===== src/design/hkm_pkg.sv =====
// Shared types and constants for the hash keyed map table.
// Holds the request, status and state codes, the cell command and chain link structs.
// Depends on nothing.

package hkm_pkg;

	localparam int TABLE_ENTRIES = 16;
	localparam int VALUE_BITS    = 32;
	localparam int KEY_BITS      = 64;
	localparam int CNT_BITS      = $clog2(TABLE_ENTRIES + 1);

	typedef enum logic [1:0] {
		REQ_LOOKUP = 2'd0,
		REQ_SET    = 2'd1,
		REQ_DELETE = 2'd2
	} req_t;

	typedef enum logic [1:0] {
		STS_OK        = 2'd0,
		STS_NOT_FOUND = 2'd1,
		STS_INVALID   = 2'd2,
		STS_FULL      = 2'd3
	} status_t;

	typedef enum logic [1:0] {
		S_IDLE   = 2'd0,
		S_SEARCH = 2'd1,
		S_COMMIT = 2'd2
	} state_t;

	typedef struct packed {
		logic                  search;
		logic                  commit;
		logic                  invalid;
		logic                  any_hit;
		req_t                  req;
		logic [KEY_BITS-1:0]   key;
		logic [VALUE_BITS-1:0] wval;
	} cell_cmd_t;

	typedef struct packed {
		logic                  free_seen;
		logic                  hit;
		logic [VALUE_BITS-1:0] rd;
	} link_t;

endpackage


===== src/design/hash_keyed_map_table.sv =====
// Top level of the hash keyed map table: request control, result register and the row of cells.
// Depends on hkm_pkg and hkm_cell.
//
// A request transaction on the input channel (req_type, key_digest, write_value) is taken
// when in_valid is high and in_stall is low. Each request gives one result transaction
// (status, found, read_value, entry_count) on the output channel, taken when out_valid is
// high and out_stall is low. A request is captured at accept, compared against every slot
// in the search cycle, and written back in the commit cycle, which also loads the result
// register. The next request can be accepted in the commit cycle, while the last one is
// written back; the pace is set by the search and write-back passes over the row of
// cells. The lowest free slot is claimed by a priority signal that travels along the row.
// While the receiver stalls, the result holds and the commit of a following request waits,
// so at most one request is in flight beside the held result. Reset clears all valid
// marks, the entry count and the handshake state; slot keys are written only when a slot
// is filled, and values when a slot is filled or updated.

module hash_keyed_map_table (
	input  logic        clk,
	input  logic        arst_n,
	input  logic        in_valid,
	output logic        in_stall,
	input  logic [1:0]  req_type,
	input  logic [63:0] key_digest,
	input  logic [31:0] write_value,
	output logic        out_valid,
	input  logic        out_stall,
	output logic [1:0]  status,
	output logic        found,
	output logic [31:0] read_value,
	output logic [4:0]  entry_count
);

	hkm_pkg::state_t                     state_q;
	hkm_pkg::state_t                     state_d;
	hkm_pkg::req_t                       req_s1;
	logic [hkm_pkg::KEY_BITS-1:0]        key_s1;
	logic [hkm_pkg::VALUE_BITS-1:0]      wval_s1;
	logic                                hit_s2;
	logic                                full_s2;
	logic [hkm_pkg::CNT_BITS-1:0]        cnt_q;
	logic [hkm_pkg::CNT_BITS-1:0]        cnt_d;
	logic                                out_valid_q;
	hkm_pkg::status_t                    status_q;
	hkm_pkg::status_t                    status_d;
	logic                                found_q;
	logic [31:0]                         read_value_q;
	logic [4:0]                          entry_count_q;
	logic                                out_free;
	logic                                in_accept;
	logic                                invalid;
	hkm_pkg::cell_cmd_t                  cmd;
	hkm_pkg::link_t                      link [hkm_pkg::TABLE_ENTRIES+1];

	assign out_free  = ~out_valid_q | ~out_stall;
	assign in_stall  = ~((state_q == hkm_pkg::S_IDLE) ||
	                     (state_q == hkm_pkg::S_COMMIT && out_free));
	assign in_accept = in_valid & ~in_stall;
	assign invalid   = (key_s1 == {hkm_pkg::KEY_BITS{1'b1}});

	always_comb begin
		state_d = state_q;
		case (state_q)
			hkm_pkg::S_IDLE: begin
				if (in_accept) begin
					state_d = hkm_pkg::S_SEARCH;
				end
			end
			hkm_pkg::S_SEARCH: begin
				state_d = hkm_pkg::S_COMMIT;
			end
			hkm_pkg::S_COMMIT: begin
				if (out_free) begin
					state_d = in_accept ? hkm_pkg::S_SEARCH : hkm_pkg::S_IDLE;
				end
			end
			default: begin
				state_d = hkm_pkg::S_IDLE;
			end
		endcase
	end

	always_comb begin
		cmd.search  = (state_q == hkm_pkg::S_SEARCH);
		cmd.commit  = (state_q == hkm_pkg::S_COMMIT) && out_free;
		cmd.invalid = invalid;
		cmd.any_hit = hit_s2;
		cmd.req     = req_s1;
		cmd.key     = key_s1;
		cmd.wval    = wval_s1;
	end

	assign link[0] = '0;

	for (genvar i = 0; i < hkm_pkg::TABLE_ENTRIES; i++) begin : g_cell
		hkm_cell u_cell (
			.clk    (clk),
			.arst_n (arst_n),
			.cmd    (cmd),
			.prev   (link[i]),
			.next   (link[i+1])
		);
	end

	always_comb begin
		cnt_d    = cnt_q;
		status_d = hkm_pkg::STS_OK;
		if (invalid) begin
			status_d = hkm_pkg::STS_INVALID;
		end else begin
			case (req_s1)
				hkm_pkg::REQ_SET: begin
					if (!hit_s2) begin
						if (full_s2) begin
							status_d = hkm_pkg::STS_FULL;
						end else begin
							cnt_d = cnt_q + hkm_pkg::CNT_BITS'(1);
						end
					end
				end
				hkm_pkg::REQ_DELETE: begin
					if (hit_s2) begin
						cnt_d = cnt_q - hkm_pkg::CNT_BITS'(1);
					end else begin
						status_d = hkm_pkg::STS_NOT_FOUND;
					end
				end
				default: begin
					if (!hit_s2) begin
						status_d = hkm_pkg::STS_NOT_FOUND;
					end
				end
			endcase
		end
	end

	always_ff @(posedge clk or negedge arst_n) begin
		if (!arst_n) begin
			state_q     <= hkm_pkg::S_IDLE;
			cnt_q       <= '0;
			out_valid_q <= 1'b0;
		end else begin
			state_q <= state_d;
			if (cmd.commit) begin
				cnt_q       <= cnt_d;
				out_valid_q <= 1'b1;
			end else if (out_free) begin
				out_valid_q <= 1'b0;
			end
		end
	end

	always_ff @(posedge clk) begin
		if (in_accept) begin
			req_s1  <= hkm_pkg::req_t'(req_type);
			key_s1  <= key_digest;
			wval_s1 <= hkm_pkg::VALUE_BITS'(write_value);
		end
		if (cmd.search) begin
			hit_s2  <= link[hkm_pkg::TABLE_ENTRIES].hit;
			full_s2 <= ~link[hkm_pkg::TABLE_ENTRIES].free_seen;
		end
		if (cmd.commit) begin
			status_q      <= status_d;
			found_q       <= hit_s2 & ~invalid;
			read_value_q  <= (!invalid && hit_s2 && req_s1 != hkm_pkg::REQ_SET &&
			                  req_s1 != hkm_pkg::REQ_DELETE)
			                 ? 32'(link[hkm_pkg::TABLE_ENTRIES].rd) : '0;
			entry_count_q <= 5'(cnt_d);
		end
	end

	assign out_valid   = out_valid_q;
	assign status      = status_q;
	assign found       = found_q;
	assign read_value  = read_value_q;
	assign entry_count = entry_count_q;

	a_search_then_commit: assert property (@(posedge clk) disable iff (!arst_n)
		state_q == hkm_pkg::S_SEARCH |=> state_q == hkm_pkg::S_COMMIT)
		else $error("search cycle not followed by commit");

	a_result_from_commit: assert property (@(posedge clk) disable iff (!arst_n)
		$rose(out_valid_q) |-> $past(state_q == hkm_pkg::S_COMMIT))
		else $error("result appeared without a commit");

	a_count_bound: assert property (@(posedge clk) disable iff (!arst_n)
		cnt_q <= hkm_pkg::CNT_BITS'(hkm_pkg::TABLE_ENTRIES))
		else $error("entry count above table size");

	a_full_means_full: assert property (@(posedge clk) disable iff (!arst_n)
		out_valid_q && status_q == hkm_pkg::STS_FULL |->
		cnt_q == hkm_pkg::CNT_BITS'(hkm_pkg::TABLE_ENTRIES))
		else $error("table full reported with free slots");

	a_invalid_clean: assert property (@(posedge clk) disable iff (!arst_n)
		out_valid_q && status_q == hkm_pkg::STS_INVALID |-> !found_q && read_value_q == '0)
		else $error("invalid key result carries data");

endmodule


===== src/design/hkm_cell.sv =====
// One slot of the table: key, value and valid mark, with its compare and write logic.
// Passes the free-slot priority, hit and read data on to the next cell of the row.
// Depends on hkm_pkg.

module hkm_cell (
	input  logic               clk,
	input  logic               arst_n,
	input  hkm_pkg::cell_cmd_t cmd,
	input  hkm_pkg::link_t     prev,
	output hkm_pkg::link_t     next
);

	logic [hkm_pkg::KEY_BITS-1:0]   key_q;
	logic [hkm_pkg::VALUE_BITS-1:0] value_q;
	logic                           valid_q;
	logic                           hit_q;
	logic                           take_q;
	logic                           match;

	assign match = valid_q && (key_q == cmd.key);

	always_comb begin
		next.free_seen = prev.free_seen | ~valid_q;
		next.hit       = prev.hit | match;
		next.rd        = prev.rd | (hit_q ? value_q : '0);
	end

	always_ff @(posedge clk or negedge arst_n) begin
		if (!arst_n) begin
			valid_q <= 1'b0;
			hit_q   <= 1'b0;
			take_q  <= 1'b0;
		end else begin
			if (cmd.search) begin
				hit_q  <= match;
				take_q <= ~valid_q & ~prev.free_seen;
			end
			if (cmd.commit && !cmd.invalid) begin
				case (cmd.req)
					hkm_pkg::REQ_SET: begin
						if (!cmd.any_hit && take_q) begin
							valid_q <= 1'b1;
						end
					end
					hkm_pkg::REQ_DELETE: begin
						if (hit_q) begin
							valid_q <= 1'b0;
						end
					end
					default: begin
					end
				endcase
			end
		end
	end

	always_ff @(posedge clk) begin
		if (cmd.commit && !cmd.invalid && cmd.req == hkm_pkg::REQ_SET) begin
			if (hit_q) begin
				value_q <= cmd.wval;
			end else if (!cmd.any_hit && take_q) begin
				key_q   <= cmd.key;
				value_q <= cmd.wval;
			end
		end
	end

endmodule

===== config.mk =====
export PLATFORM = sky130hd
export DESIGN_NAME = hash_keyed_map_table
export DESIGN_NICKNAME = d
export VERILOG_FILES = /design/src/design/hkm_pkg.sv /design/src/design/hash_keyed_map_table.sv /design/src/design/hkm_cell.sv
export SDC_FILE = /design/constraint.sdc
export NUM_CORES = 2
export LEC_CHECK = 0
export BUFFER_PORTS_ARGS = -buffer_cell sky130_fd_sc_hd__buf_4
export CELL_PAD_IN_SITES_DETAIL_PLACEMENT = 1
export CELL_PAD_IN_SITES_GLOBAL_PLACEMENT = 1
export CORE_ASPECT_RATIO = 1.25
export CORE_MARGIN = 8
export CORE_UTILIZATION = 35
export DETAILED_ROUTE_END_ITERATION = 16
export GPL_ROUTABILITY_DRIVEN = 1
export PLACE_DENSITY_LB_ADDON = 0.05
export SYNTH_ARGS = -nofsm -noshare
export SYNTH_HDL_FRONTEND = slang
export SYNTH_HIERARCHICAL = 1
export SYNTH_SLANG_ARGS = --single-unit

===== constraint.sdc =====
create_clock -name clk -period 13.65 [get_ports clk]
set_clock_uncertainty 0.1 [all_clocks]
set_input_delay 2.0475 -clock clk [delete_from_list [all_inputs] [get_ports clk]]
set_output_delay 2.0475 -clock clk [all_outputs]
set_load 0.02 [all_outputs]

==> flow_metrics.tcl <==
set metrics [dict create \
    end_kind "output port" \
    syn_inst 4295 \
    ys_warn_count 6 \
    cp.arrival_ns 2.61 \
    dp_hpwl_um 116400 \
    post-route-drc-count 0 \
    crit_path_max_fanout 3 \
    std_cell_rows 185 \
    synthArstFlopShare_pct 3.233 \
    wl_per_cell_um 24.55 \
    setup_viol 0 \
    cpPeakStageDelay_ns 0.26 \
    layout-drive-gt1-share_pct 14.48 \
    crit_chain "buf_4, a31o_2, buf_4" \
    io_buffer_count 143 \
    fin_tns_setup_ns 0 \
    die_area_um2 217600 \
    synth_edf_count 1676 \
    grtUsageTotal_pct 17.02 \
    max_slew.worst_pin.slew_ns 1.118 \
    routed_wl_um 186600 \
    hold_path_class "reg2reg" \
    synth_area_um2 71000 \
    area_growth_pct 16.63 \
    cts_buffers 188 \
    io_pins 144 \
    nets 4884 \
    drv_cap 0 \
    via_per_inst 4.882 \
    synthFlopType "edfxtp_1" \
    status "finished, final reports clean" \
    crit_start "out_stall" \
    ys_ff_latch 1732 \
    clockBufferDepth 3 \
    hold_ws_ns 0.4105 \
    critPathKind "in2out" \
    holdCritStartpoint "g_cell[12].u_cell/take_q$_DFFE_PN0P_" \
    p_leak_uw 0.02857 \
    chipWidth_um 418.9 \
    grt_pass1_vias 40550 \
    irDropWorstVdd_v 0.0001300 \
    grt_max_degree 65 \
    seq_area_frac_synth_pct 72.86 \
    cts_sinks 1732 \
    crit_top_cell "buf_4" \
    cts-root-buf "clkbuf_16" \
    hold_buffers 0 \
    start_util_pct 35.06 \
    clk_pin_slew_ns 0.06 \
    htreeDepth 4 \
    critPathSlowestCell "a31o_2" \
    vias 37100 \
    antenna_found_initial 3 \
    rrSetupSlack_ns 9.00 \
    core_area_um2 202500 \
    startpoint_type "input port" \
    dr.pass1.iters 5 \
    cts_tree "built" \
    chipHeight_um 519.6 \
    fmax_ghz 0.2103 \
    clock_latency_ns 0.82 \
    antenna_left 0 \
    report.final.slew_viol_count 0 \
    final.period_utilization_pct 34.83 \
    synth.avg_cell_area_um2 16.53 \
    post_cts_resized 0 \
    rsz0062_at_grt "no" \
    max_slew_margin_pct 24.84 \
    grt_pass1_wl_um 275800 \
    p_per_area_nw_per_um2 140.8 \
    overflow 0 \
    required_ns 11.50 \
    final_hold_viol_count 0 \
    ys_types 45 \
    min_path_cells 1 \
    drt_iter0_markers 1863 \
    postCtsSetupBuffers 0 \
    reg2regPathDepth 21 \
    period_minus_slack_ns 4.755 \
    r2r-start "key_s1[48]$_DFFE_PN_" \
    gp_congestion 0.7586 \
]
-- layout by cell type (no fill, tap or decap), types with 19 or more instances in the layout --
| cell | n |
|---|---|
| mux2_2 | 24 |
| conb_1 | 35 |
| nor4_1 | 60 |
| nand2_1 | 24 |
| a2111o_1 | 32 |
| nand4_1 | 227 |
| clkbuf_1 | 43 |
| nand3_1 | 32 |
| bufinv_16 | 19 |
| nor2b_1 | 33 |
| nand2b_1 | 99 |
| a21o_1 | 513 |
| dfrtp_1 | 56 |
| xor2_1 | 129 |
| nor4_2 | 40 |
| buf_4 | 298 |
| edfxtp_1 | 1676 |
| o21ai_0 | 19 |
| clkinv_2 | 26 |
| o21ai_1 | 32 |
| inv_1 | 154 |
| clkinv_1 | 49 |
| xnor2_1 | 769 |
| ha_1 | 36 |
| clkbuf_16 | 191 |
| and2_4 | 20 |
| nor2_1 | 36 |
| o22ai_1 | 49 |
-- final timing paths --
path / endpoint
min: g_cell[12].u_cell/take_q$_DFFE_PN0P_
min in group asynchronous: g_cell[14].u_cell/take_q$_DFFE_PN0P_
min reg2reg: g_cell[12].u_cell/take_q$_DFFE_PN0P_
max reg2reg: hit_s2$_DFFE_PP_
max: in_stall
max in group asynchronous: state_q[1]$_DFFE_PN0P_
-- worst max-delay path, delay by kind of cell --
family,cells,cell delay (ns)
buffers and inverters,2,0.29
AOI/OAI and AO/OA,1,0.26
-- registers in the layout, indices dropped and copies added (netlist names), 5 cells and up --
name,cells
g_cell.u_cell/key_q,1024
g_cell.u_cell/value_q,512
key_s1,64
read_value,32
wval_s1,32
g_cell.u_cell/hit_q,16
g_cell.u_cell/take_q,16
g_cell.u_cell/valid_q,16
cnt_q,5
entry_count,5
-- final cells by class --
type	instances	area (µm²)
Multi-Input combinational cell	2356	18810
Fill cell	19950	119700
Timing Repair Buffer	298	2237
Clock inverter	97	1047
Antenna cell	1	2.502
Inverter	170	638.1
Clock buffer	235	4955
Tap cell	2711	3392
Sequential cell	1732	51730
-- synth_stat cells, types with 24 or more instances --
cell | number | share of area (%)
mux2_2 | 24 | 0.38
inv_1 | 154 | 0.81
nand3_1 | 32 | 0.23
xnor2_1 | 769 | 9.5
nor2b_1 | 34 | 0.30
xor2_1 | 129 | 1.6
nor4_2 | 32 | 0.56
o22ai_1 | 49 | 0.43
ha_1 | 36 | 0.63
dfrtp_1 | 56 | 2.0
o21ai_1 | 32 | 0.23
nand2b_1 | 99 | 0.87
nor4_1 | 68 | 0.60
nand2_1 | 24 | 0.13
nor2_1 | 37 | 0.20
a21o_1 | 513 | 5.4
nand4_1 | 227 | 2.0
clkbuf_1 | 66 | 0.35
edfxtp_1 | 1676 | 71
a2111o_1 | 32 | 0.51
-- stage by stage --
stage | power, µW | setup WS [ns] | instances | area [µm²] | utilization, %
CTS | 11880 | 8.792 | 7599 | 82810 | 40.88
finish | 11660 | 8.895 | 7600 | 82810 | 40.89
detailed placement | 6762 | 8.293 | 7267 | 76800 | 37.92
global placement | 6756 | 8.293 | 7267 | 76800 | 37.92
floorplan | 6486 | 3.071 | 4329 | 71130 | -
global route | 12080 | 8.604 | 7600 | 82810 | 40.89
-- power breakdown --
part | leakage, µW | switching (µW) | internal (µW)
registers | 0.0158 | 56.1 | 5900
clock network | 0.00292 | 2110 | 2930
logic | 0.00983 | 406 | 265
-- kinds of logic after synthesis --
kind of cell               share of synthesized area [%]
xor gates and xnor gates                           11.08
and+or+nand+nor                                    5.894
buffers and inverters                              1.309
DFF                                                72.86
muxes                                             0.4229
adders and majority gates                         0.6344
other                                           0.005281
AOI/OAI and AO/OA                                  7.801
-- layer usage --
layer	vias to the layer above	global-route usage [%]	share of wire (%)	routed length (µm)
li1	17120	-	-	-
met4	0	5.653	3.2	5911
met2	438	30.84	52	97370
met3	229	2.406	2.7	5129
met1	19310	20.72	42	78150
met5	-	0	0	0
Note: power is estimated with default switching activity, not from simulation.
